==> src/rtl/iee_pkg.sv <==
// package for the infix expression evaluator
// holds widths, operator codes, status codes and the precedence function; no dependencies
package iee_pkg;

   localparam int StackDepth = 16;
   localparam int ValueWidth = 32;
   localparam int PtrWidth   = $clog2(StackDepth);
   localparam int CntWidth   = $clog2(StackDepth + 1);

   typedef logic [ValueWidth-1:0] value_type;
   typedef logic [CntWidth-1:0]   count_type;
   typedef logic [PtrWidth-1:0]   ptr_type;

   typedef enum logic [2:0] {
      OP_OPEN = 3'd0,
      OP_ADD  = 3'd1,
      OP_SUB  = 3'd2,
      OP_MUL  = 3'd3,
      OP_DIV  = 3'd4,
      OP_NEG  = 3'd5
   } op_type;

   typedef enum logic [1:0] {
      PC_START = 2'd0,
      PC_OPEN  = 2'd1,
      PC_OPER  = 2'd2,
      PC_OTHER = 2'd3
   } class_type;

   typedef enum logic [2:0] {
      ST_OK        = 3'd0,
      ST_OVERFLOW  = 3'd1,
      ST_MALFORMED = 3'd2,
      ST_DIVZERO   = 3'd3,
      ST_PARENS    = 3'd4
   } status_type;

   // request and reply between sequencer and alu
   typedef struct packed {
      logic   start;
      op_type op;
   } alu_req_type;

   typedef struct packed {
      logic   done;
      logic   div_zero;
   } alu_rsp_type;

   // operator precedence
   function automatic logic [1:0] prec_of(input op_type op);
      logic [1:0] p;
      unique case (op)
         OP_ADD, OP_SUB: p = 2'd1;
         OP_MUL, OP_DIV: p = 2'd2;
         OP_NEG:         p = 2'd3;
         default:        p = 2'd0;
      endcase
      return p;
   endfunction

endpackage

==> src/rtl/iee_alu.sv <==
// shared arithmetic unit: add, subtract, negate, multiply, restoring divide
// depends on iee_pkg; division runs one quotient bit a cycle
module iee_alu (
   input  logic                 clock,
   input  logic                 reset,
   input  iee_pkg::alu_req_type req,
   input  iee_pkg::value_type   opa,
   input  iee_pkg::value_type   opb,
   output iee_pkg::alu_rsp_type rsp,
   output iee_pkg::value_type   result
);

   localparam int W  = iee_pkg::ValueWidth;
   localparam int BW = $clog2(W + 1);

   logic               busy_ff, busy_in;
   logic               done_ff, done_in;
   logic               dz_ff, dz_in;
   logic [BW-1:0]      bit_ff, bit_in;
   logic [W-1:0]       rem_ff, rem_in;
   logic [W-1:0]       quo_ff, quo_in;
   logic [W-1:0]       dvs_ff, dvs_in;
   logic               neg_ff, neg_in;
   iee_pkg::value_type res_ff, res_in;
   logic [W:0]         trial;
   logic [W-1:0]       ma, mb;
   logic [W-1:0]       shifted;

   assign ma = opa[W-1] ? (W'(0) - opa) : opa;
   assign mb = opb[W-1] ? (W'(0) - opb) : opb;
   assign shifted = {rem_ff[W-2:0], quo_ff[W-1]};
   assign trial = {1'b0, shifted} - {1'b0, dvs_ff};

   // sequencing of one operation
   always_comb begin
      busy_in = busy_ff;
      done_in = 1'b0;
      dz_in   = 1'b0;
      bit_in  = bit_ff;
      rem_in  = rem_ff;
      quo_in  = quo_ff;
      dvs_in  = dvs_ff;
      neg_in  = neg_ff;
      res_in  = res_ff;
      if (busy_ff) begin
         rem_in = trial[W] ? shifted : trial[W-1:0];
         quo_in = {quo_ff[W-2:0], ~trial[W]};
         bit_in = bit_ff - BW'(1);
         if (bit_ff == BW'(1)) begin
            busy_in = 1'b0;
            done_in = 1'b1;
            res_in  = neg_ff ? (W'(0) - {quo_ff[W-2:0], ~trial[W]})
                             : {quo_ff[W-2:0], ~trial[W]};
         end
      end else if (req.start) begin
         unique case (req.op)
            iee_pkg::OP_ADD: begin res_in = opa + opb; done_in = 1'b1; end
            iee_pkg::OP_SUB: begin res_in = opa - opb; done_in = 1'b1; end
            iee_pkg::OP_MUL: begin res_in = W'(opa * opb); done_in = 1'b1; end
            iee_pkg::OP_NEG: begin res_in = W'(0) - opb; done_in = 1'b1; end
            iee_pkg::OP_DIV: begin
               if (opb == '0) begin
                  dz_in   = 1'b1;
                  done_in = 1'b1;
               end else begin
                  busy_in = 1'b1;
                  bit_in  = BW'(W);
                  rem_in  = '0;
                  quo_in  = ma;
                  dvs_in  = mb;
                  neg_in  = opa[W-1] ^ opb[W-1];
               end
            end
            default: done_in = 1'b1;
         endcase
      end
   end

   always_ff @(posedge clock) begin
      if (reset) begin
         busy_ff <= 1'b0;
         done_ff <= 1'b0;
         dz_ff   <= 1'b0;
      end else begin
         busy_ff <= busy_in;
         done_ff <= done_in;
         dz_ff   <= dz_in;
      end
      bit_ff <= bit_in;
      rem_ff <= rem_in;
      quo_ff <= quo_in;
      dvs_ff <= dvs_in;
      neg_ff <= neg_in;
      res_ff <= res_in;
   end

   assign rsp.done     = done_ff;
   assign rsp.div_zero = dz_ff;
   assign result       = res_ff;

endmodule

==> src/rtl/infix_expression_evaluator_core.sv <==
// infix expression evaluator top level: character sequencer, two stacks, shared alu
// depends on iee_pkg and iee_alu
// sequence: a digit or space is taken in idle; '(', unary minus or another character also in decode,
// ')' or a binary operator also in pop and fetch; each operator applied passes alu and wait, a divide
// waiting on the bit-serial divider in iee_alu; the last beat also drains both stacks
// reset: synchronous, clears counts, accumulator, class and error; stack entries are not cleared
module infix_expression_evaluator_core (
   input  logic        clock,
   input  logic        reset,
   input  logic        req_valid,
   output logic        req_stall,
   input  logic [7:0]  req_char_code,
   input  logic        req_is_last,
   output logic        rsp_valid,
   input  logic        rsp_stall,
   output logic [31:0] rsp_value,
   output logic [2:0]  rsp_status
);

   localparam int W = iee_pkg::ValueWidth;

   typedef enum logic [7:0] {
      S_IDLE   = 8'b0000_0001,
      S_DECODE = 8'b0000_0010,
      S_POP    = 8'b0000_0100,
      S_FETCH  = 8'b0000_1000,
      S_ALU    = 8'b0001_0000,
      S_WAIT   = 8'b0010_0000,
      S_FINISH = 8'b0100_0000,
      S_OUT    = 8'b1000_0000
   } state_type;

   typedef enum logic [1:0] {
      M_BINARY = 2'd0,
      M_CLOSE  = 2'd1,
      M_DRAIN  = 2'd2
   } mode_type;

   state_type            state_ff, state_in;
   mode_type             mode_ff, mode_in;
   logic [7:0]           char_ff, char_in;
   logic                 last_ff, last_in;
   iee_pkg::op_type      pend_ff, pend_in;
   iee_pkg::op_type      top_ff;
   iee_pkg::count_type   ocnt_ff, ocnt_in;
   iee_pkg::count_type   vcnt_ff, vcnt_in;
   iee_pkg::value_type   acc_ff, acc_in;
   logic                 innum_ff, innum_in;
   iee_pkg::class_type   prev_ff, prev_in;
   iee_pkg::status_type  err_ff, err_in;
   logic                 rv_ff, rv_in;
   iee_pkg::value_type   rval_ff;
   iee_pkg::status_type  rst_ff, rst_in;
   iee_pkg::value_type   opa_ff;
   iee_pkg::value_type   opb_ff;

   // stack memories
   iee_pkg::op_type      ostk [iee_pkg::StackDepth];
   iee_pkg::value_type   vstk [iee_pkg::StackDepth];
   logic                 owe, vwe;
   iee_pkg::ptr_type     owa, vwa;
   iee_pkg::op_type      owd;
   iee_pkg::value_type   vwd;
   logic                 ore, vre, rre, rok;
   iee_pkg::ptr_type     ora, vra, vrb;

   iee_pkg::alu_req_type areq;
   iee_pkg::alu_rsp_type arsp;
   iee_pkg::value_type   ares;

   logic                 is_digit;
   iee_pkg::value_type   acc_next;
   iee_pkg::op_type      bin_op;
   logic                 full_o, full_v;

   iee_alu u_alu (
      .clock  (clock),
      .reset  (reset),
      .req    (areq),
      .opa    (opa_ff),
      .opb    (opb_ff),
      .rsp    (arsp),
      .result (ares)
   );

   assign is_digit = (req_char_code >= 8'h30) && (req_char_code <= 8'h39);
   assign acc_next = (acc_ff << 3) + (acc_ff << 1) + W'(req_char_code - 8'h30);
   assign full_o   = ocnt_ff == iee_pkg::count_type'(iee_pkg::StackDepth);
   assign full_v   = vcnt_ff == iee_pkg::count_type'(iee_pkg::StackDepth);

   always_comb begin
      unique case (char_ff)
         8'h2b:   bin_op = iee_pkg::OP_ADD;
         8'h2d:   bin_op = iee_pkg::OP_SUB;
         8'h2a:   bin_op = iee_pkg::OP_MUL;
         default: bin_op = iee_pkg::OP_DIV;
      endcase
   end

   // sequencer
   always_comb begin
      state_in = state_ff;
      mode_in  = mode_ff;
      char_in  = char_ff;
      last_in  = last_ff;
      pend_in  = pend_ff;
      ocnt_in  = ocnt_ff;
      vcnt_in  = vcnt_ff;
      acc_in   = acc_ff;
      innum_in = innum_ff;
      prev_in  = prev_ff;
      err_in   = err_ff;
      rv_in    = rv_ff;
      rst_in   = rst_ff;
      owe = 1'b0; owa = ocnt_ff[iee_pkg::PtrWidth-1:0]; owd = pend_ff;
      vwe = 1'b0; vwa = vcnt_ff[iee_pkg::PtrWidth-1:0]; vwd = acc_ff;
      ore = 1'b0;
      ora = ocnt_ff[iee_pkg::PtrWidth-1:0] - iee_pkg::ptr_type'(1);
      vre = 1'b0;
      vrb = vcnt_ff[iee_pkg::PtrWidth-1:0] - iee_pkg::ptr_type'(1);
      vra = vcnt_ff[iee_pkg::PtrWidth-1:0] - iee_pkg::ptr_type'(2);
      rre = 1'b0;
      rok = 1'b0;
      areq.start = 1'b0;
      areq.op    = top_ff;
      if (rv_ff && !rsp_stall) rv_in = 1'b0;
      unique case (state_ff)
         S_IDLE: begin
            if (req_valid && !rv_ff) begin
               char_in = req_char_code;
               last_in = req_is_last;
               state_in = S_DECODE;
               if (err_ff == iee_pkg::ST_OK) begin
                  if (req_char_code == 8'h20) begin
                     state_in = req_is_last ? S_FINISH : S_IDLE;
                  end else if (is_digit) begin
                     acc_in   = acc_next;
                     innum_in = 1'b1;
                     prev_in  = iee_pkg::PC_OTHER;
                     state_in = req_is_last ? S_FINISH : S_IDLE;
                  end else if (innum_ff) begin
                     innum_in = 1'b0;
                     acc_in   = '0;
                     if (full_v) err_in = iee_pkg::ST_OVERFLOW;
                     else begin
                        vwe = 1'b1;
                        vcnt_in = vcnt_ff + 1'b1;
                     end
                  end
               end else begin
                  state_in = req_is_last ? S_FINISH : S_IDLE;
               end
            end
         end
         S_DECODE: begin
            state_in = last_ff ? S_FINISH : S_IDLE;
            if (err_ff == iee_pkg::ST_OK) begin
               if (char_ff == 8'h28) begin
                  prev_in = iee_pkg::PC_OPEN;
                  if (full_o) err_in = iee_pkg::ST_OVERFLOW;
                  else begin
                     owe = 1'b1; owd = iee_pkg::OP_OPEN;
                     ocnt_in = ocnt_ff + 1'b1;
                  end
               end else if (char_ff == 8'h29) begin
                  prev_in  = iee_pkg::PC_OTHER;
                  mode_in  = M_CLOSE;
                  state_in = S_POP;
               end else if (char_ff == 8'h7e ||
                            (char_ff == 8'h2d && prev_ff != iee_pkg::PC_OTHER)) begin
                  prev_in = iee_pkg::PC_OPER;
                  if (full_o) err_in = iee_pkg::ST_OVERFLOW;
                  else begin
                     owe = 1'b1; owd = iee_pkg::OP_NEG;
                     ocnt_in = ocnt_ff + 1'b1;
                  end
               end else if (char_ff == 8'h2b || char_ff == 8'h2d ||
                            char_ff == 8'h2a || char_ff == 8'h2f) begin
                  prev_in  = iee_pkg::PC_OPER;
                  pend_in  = bin_op;
                  mode_in  = M_BINARY;
                  state_in = S_POP;
               end else begin
                  prev_in = iee_pkg::PC_OTHER;
               end
            end
         end
         // look at the operator on top and decide
         S_POP: begin
            if (err_ff != iee_pkg::ST_OK) begin
               state_in = last_ff ? S_FINISH : S_IDLE;
               if (mode_ff == M_DRAIN) state_in = S_OUT;
            end else if (ocnt_ff == '0) begin
               unique case (mode_ff)
                  M_BINARY: begin
                     owe = 1'b1; ocnt_in = ocnt_ff + 1'b1;
                     state_in = last_ff ? S_FINISH : S_IDLE;
                  end
                  M_CLOSE: begin
                     err_in = iee_pkg::ST_PARENS;
                     state_in = last_ff ? S_FINISH : S_IDLE;
                  end
                  default: state_in = S_OUT;
               endcase
            end else begin
               ore      = 1'b1;
               state_in = S_FETCH;
            end
         end
         S_FETCH: begin
            if (top_ff == iee_pkg::OP_OPEN) begin
               unique case (mode_ff)
                  M_BINARY: begin
                     if (full_o) err_in = iee_pkg::ST_OVERFLOW;
                     else begin owe = 1'b1; ocnt_in = ocnt_ff + 1'b1; end
                     state_in = last_ff ? S_FINISH : S_IDLE;
                  end
                  M_CLOSE: begin
                     ocnt_in = ocnt_ff - 1'b1;
                     state_in = last_ff ? S_FINISH : S_IDLE;
                  end
                  default: begin
                     err_in = iee_pkg::ST_PARENS;
                     state_in = S_OUT;
                  end
               endcase
            end else if (mode_ff == M_BINARY &&
                         iee_pkg::prec_of(top_ff) < iee_pkg::prec_of(pend_ff)) begin
               if (full_o) err_in = iee_pkg::ST_OVERFLOW;
               else begin owe = 1'b1; ocnt_in = ocnt_ff + 1'b1; end
               state_in = last_ff ? S_FINISH : S_IDLE;
            end else begin
               ocnt_in = ocnt_ff - 1'b1;
               if (top_ff == iee_pkg::OP_NEG ? (vcnt_ff == '0)
                                             : (vcnt_ff < iee_pkg::count_type'(2))) begin
                  err_in = iee_pkg::ST_MALFORMED;
                  state_in = S_POP;
               end else begin
                  vre      = 1'b1;
                  state_in = S_ALU;
               end
            end
         end
         S_ALU: begin
            areq.start = 1'b1;
            state_in = S_WAIT;
         end
         S_WAIT: begin
            if (arsp.done) begin
               state_in = S_POP;
               if (arsp.div_zero) err_in = iee_pkg::ST_DIVZERO;
               else begin
                  vwe = 1'b1; vwd = ares;
                  if (top_ff == iee_pkg::OP_NEG) begin
                     vwa = vcnt_ff[iee_pkg::PtrWidth-1:0] - 1'b1;
                  end else begin
                     vwa = vcnt_ff[iee_pkg::PtrWidth-1:0] - 2'd2;
                     vcnt_in = vcnt_ff - 1'b1;
                  end
               end
            end
         end
         // end of expression: push pending number, then drain
         S_FINISH: begin
            mode_in = M_DRAIN;
            state_in = S_POP;
            if (err_ff == iee_pkg::ST_OK && innum_ff) begin
               innum_in = 1'b0;
               if (full_v) err_in = iee_pkg::ST_OVERFLOW;
               else begin vwe = 1'b1; vcnt_in = vcnt_ff + 1'b1; end
            end
         end
         S_OUT: begin
            if (!rv_ff) begin
               rv_in = 1'b1;
               rre   = 1'b1;
               if (err_ff == iee_pkg::ST_OK && vcnt_ff != iee_pkg::count_type'(1)) begin
                  rst_in = iee_pkg::ST_MALFORMED;
               end else begin
                  rst_in = err_ff;
                  rok    = (err_ff == iee_pkg::ST_OK);
               end
               ocnt_in = '0; vcnt_in = '0; acc_in = '0; innum_in = 1'b0;
               prev_in = iee_pkg::PC_START; err_in = iee_pkg::ST_OK;
               state_in = S_IDLE;
            end
         end
         default: state_in = S_IDLE;
      endcase
   end

   // stack writes and registered reads
   always_ff @(posedge clock) begin
      if (owe) ostk[owa] <= owd;
      if (vwe) vstk[vwa] <= vwd;
      if (ore) top_ff <= ostk[ora];
      if (vre) begin
         opb_ff <= vstk[vrb];
         opa_ff <= vstk[vra];
      end
      if (rre) rval_ff <= rok ? vstk[0] : '0;
   end

   always_ff @(posedge clock) begin
      if (reset) begin
         state_ff <= S_IDLE;
         ocnt_ff  <= '0;
         vcnt_ff  <= '0;
         acc_ff   <= '0;
         innum_ff <= 1'b0;
         prev_ff  <= iee_pkg::PC_START;
         err_ff   <= iee_pkg::ST_OK;
         rv_ff    <= 1'b0;
      end else begin
         state_ff <= state_in;
         ocnt_ff  <= ocnt_in;
         vcnt_ff  <= vcnt_in;
         acc_ff   <= acc_in;
         innum_ff <= innum_in;
         prev_ff  <= prev_in;
         err_ff   <= err_in;
         rv_ff    <= rv_in;
      end
      mode_ff <= mode_in;
      char_ff <= char_in;
      last_ff <= last_in;
      pend_ff <= pend_in;
      rst_ff  <= rst_in;
   end

   assign req_stall  = (state_ff != S_IDLE) || rv_ff;
   assign rsp_valid  = rv_ff;
   assign rsp_value  = rval_ff;
   assign rsp_status = rst_ff;

endmodule

==> config.mk <==
export PLATFORM = sky130hd
export DESIGN_NAME = infix_expression_evaluator_core
export DESIGN_NICKNAME = d
export VERILOG_FILES = /design/src/rtl/iee_pkg.sv /design/src/rtl/iee_alu.sv /design/src/rtl/infix_expression_evaluator_core.sv
export SDC_FILE = /design/constraint.sdc
export NUM_CORES = 2
export LEC_CHECK = 0
export ABC_AREA = 1
export BUFFER_PORTS_ARGS = -buffer_cell sky130_fd_sc_hd__buf_4
export CAP_MARGIN = 20
export CORE_ASPECT_RATIO = 0.9
export CORE_MARGIN = 2
export CORE_UTILIZATION = 40
export CTS_BUF_LIST = sky130_fd_sc_hd__clkbuf_16
export CTS_CLUSTER_DIAMETER = 120
export DETAILED_ROUTE_END_ITERATION = 10
export PLACE_DENSITY_LB_ADDON = 0.05
export SYNTH_ARGS = -nofsm -noshare
export SYNTH_HDL_FRONTEND = slang
export SYNTH_SLANG_ARGS = --single-unit
==> constraint.sdc <==
create_clock -name clock -period 8.12 [get_ports clock]
set_input_delay 1.218 -clock clock [delete_from_list [all_inputs] [get_ports clock]]
set_output_delay 1.218 -clock clock [all_outputs]
set_load 0.03 [all_outputs]
==> impl_metrics.env <==
export IMPL_combinationalPowerShare_pct=36.3
export IMPL_initial_utilization_pct=40.1
export IMPL_gp_congestion=0.982
export IMPL_grt_overflow_total=0
export IMPL_antenna_found_initial=4
export IMPL_yosysTopAreaCell="edfxtp_1"
export IMPL_cts_hold_buf=0
export IMPL_cts_buffers=102
export IMPL_syn_cell_area_um2=64700
export IMPL_cts_tree="yes"
export IMPL_cts_sinks=870
export IMPL_routedWlPerCell_um=24.0
export IMPL_fillers=15800
export IMPL_synth_distinct_cells=66
export IMPL_pwr_share_clk_pct=30.0
export IMPL_hold_path_depth=2
export IMPL_synth_enable_flop_cells=810
export IMPL_core_area_um2=161000
export IMPL_power_density_nw_per_um2=218
export IMPL_yosysSeqAreaShare_pct=39.4
export IMPL_rr_worst_depth=25
export IMPL_power_total_mw=15.6
export IMPL_grt_pass1_wl_mm=343
export IMPL_track_usage_pct=27.9
export IMPL_switching_power_mw=6.33
export IMPL_avgSynthCellArea_um2=8.59
export IMPL_postRouteWirelength_mm=232
export IMPL_place_ws_ns=0.348
export IMPL_ios=50
export IMPL_drive_above_1_share_pct=7.11
export IMPL_synthArstFlopShare_pct=0
export IMPL_yosys_most_used_dff="edfxtp_1"
export IMPL_die_w_um=428
export IMPL_grt_max_degree=191
export IMPL_swShare_pct=40.5
export IMPL_fin_nets=8166
export IMPL_path_clk_slew_ns=0.06
export IMPL_post_route_period_util_pct=95.4
export IMPL_start_kind="flip-flop"
export IMPL_holdCritPathClass="reg2reg"
export IMPL_rows=140
export IMPL_crit_path_top_delay_cell="edfxtp_1"
export IMPL_worstSetupPathType="reg2reg"
export IMPL_cts_buffer_depth=3
export IMPL_timing_critical_path_mode_cell="fa_1"
export IMPL_synth_most_common_cell="nand2_1"
export IMPL_hold_viol_final=0
export IMPL_vdd_drop_max_mv=0.263
export IMPL_htreeDepth=3
export IMPL_synthTopCellsByArea="edfxtp_1 (38%), fa_1 (14%), nand2_1 (7.6%)"
export IMPL_numPortBuffers=49
export IMPL_synth_top_area_share_pct=37.6
export IMPL_fin_skew_ns=0.0567
export IMPL_die_area_um2=165000
export IMPL_crit_fanout=14
export IMPL_period_needed_ns=7.75
export IMPL_end_kind="flip-flop"
export IMPL_seqPwrFrac_pct=33.7
export IMPL_rsz0062_at_grt="no"
export IMPL_synth_common_cells="nand2_1 (1,307), inv_1 (1,272), edfxtp_1 (810), o21ai_0 (799), a21oi_1 (580)"
export IMPL_place_hpwl_mm=166
export IMPL_final_setup_tns_ns=0
export IMPL_cp_arrival_ns=8.19
export IMPL_status="finished, final reports clean"
export IMPL_cp_data_required_time_ns=8.56
export IMPL_yosysWarningCount=0
export IMPL_ys_ff_latch=870
export IMPL_slew_headroom_pct=22.4
export IMPL_worst_slack_ns=0.370
export IMPL_max_cap_violations=0
export IMPL_die_h_um=386
export IMPL_whs_ns=0.461
export IMPL_clock_latency_ns=0.75
export IMPL_area_delta_synth_final_pct=10.6
export IMPL_ant_nets=0
export IMPL_syn_inst=7536
export IMPL_drc_errors=0
export IMPL_synth_fp_nets=8225
export IMPL_grt_pass1_vias=51500
export IMPL_viasPerCell=5.46
export IMPL_p_int_mw=9.30
export IMPL_root_buffer="clkbuf_16"
export IMPL_dr_pass1_iters=6
export IMPL_tightestPinTransition_ns=1.16
export IMPL_crit_path_max_incr_delay_ns=0.88
export IMPL_fmax_ghz=0.129
export IMPL_leakage_nw=31.7
export IMPL_setup_viol=0
export IMPL_drtIter0Drc=5019
export IMPL_slew_violations=0
export IMPL_dr_total_vias=52900
==> worst max-delay path: cells and delay by family, from the launching register on <==
family,cells,cell delay (ns)
compound gates,6,0.86
fa+ha+maj,9,4.32
buf+inv,4,0.30
flops,1,0.88
simple gates,6,1.07
==> repair_timing <==
item / CTS / global route
resized for setup: 0 / 0
endpoints found under the setup margin: 0 / 3
buffers inserted: 0 / 35
==> area by class of cell <==
class                           count  area, µm²  area share, %
Timing Repair Buffer              258       2160           3.01
Inverter                         1298       4890           6.83
Multi-Input combinational cell   4947      33000           46.1
Clock inverter                     85        756           1.06
Sequential cell                   870      25500           35.7
Antenna cell                        2       5.00        0.00699
Tap cell                         2130       2670           3.72
Clock buffer                      104       2600           3.64
==> final timing paths <==
kind              startpoint                to  slack [ns]
setup reg to reg  opa_ff[18]  u_alu.result[27]        0.37
hold / removal     acc_ff[4]         acc_ff[4]        0.46
setup / recovery  opa_ff[18]  u_alu.result[27]        0.37
hold reg to reg    acc_ff[4]         acc_ff[4]        0.46
==> power groups by stage <==
stage | combinational (mW) | clock, mW | sequential, mW
after CTS | 5.61 | 4.79 | 5.27
after global placement | 5.55 | 0 | 5.37
after global routing | 6.12 | 4.94 | 5.29
final | 5.67 | 4.69 | 5.27
after floorplan | 3.34 | 0 | 5.32
after detailed placement | 5.59 | 0 | 5.37
==> per-layer routing <==
metal  global-route usage (%)  part of all wire [%]  vias to the layer above
li1                         -                     -                    24800
met1                     39.3                    45                    26100
met2                     45.4                    46                     1749
met3                     3.50                   6.1                      296
met4                     7.40                   2.7                        2
met5                        0                0.0078                        -
==> layout by cell type (no fill, tap or decap), drive strengths merged, types with 59 or more instances in the layout <==
cell type and instances:
nor2 547, o221ai 59, clkinv 59, ha 237
buf 258, nand3 323, dfxtp 60, o211ai 163
edfxtp 810, clkbuf 104, fa 439, xnor2 64
xor2 78, inv 1310, nand2 1308, nor3 60
a21oi 581, o21ai 813
==> kinds of logic after synthesis <==
family / Yosys count / share of synthesized area, %
AND/OR/NAND/NOR: 2333 / 14.9
AO/OA/AOI/OAI: 1790 / 15.5
buffers and inverters: 1719 / 10.0
flip-flops: 870 / 39.4
adder cells (fa/ha/maj): 676 / 18.2
XOR/XNOR: 142 / 1.92
multiplexers: 6 / 0.0928
==> sequential cells by signal, summed over array words and instances (netlist names), 2 cells and up <==
signal,flops
rsp_value,32
u_alu.result,32
opa_ff,32
u_alu.rem_ff,31
err_ff,3
ocnt_ff,5
state_ff,8
mode_ff,2
top_ff,3
prev_ff,2
ostk,48
opb_ff,32
u_alu.dvs_ff,32
pend_ff,3
acc_ff,32
char_ff,8
vcnt_ff,5
vstk,512
u_alu.quo_ff,32
u_alu.bit_ff,6
rsp_status,3
==> per-stage QoR <==
step | util (%) | std cells | instance area [µm²]
after CTS | 44.1 | 9657 | 71200
after global routing | 44.4 | 9692 | 71600
after floorplan | - | 7536 | 64700
after detailed placement | 42.1 | 9468 | 67800
after global placement | 42.0 | 9465 | 67800
final | 44.4 | 9694 | 71600
Note: power is estimated with default switching activity, not from simulation.
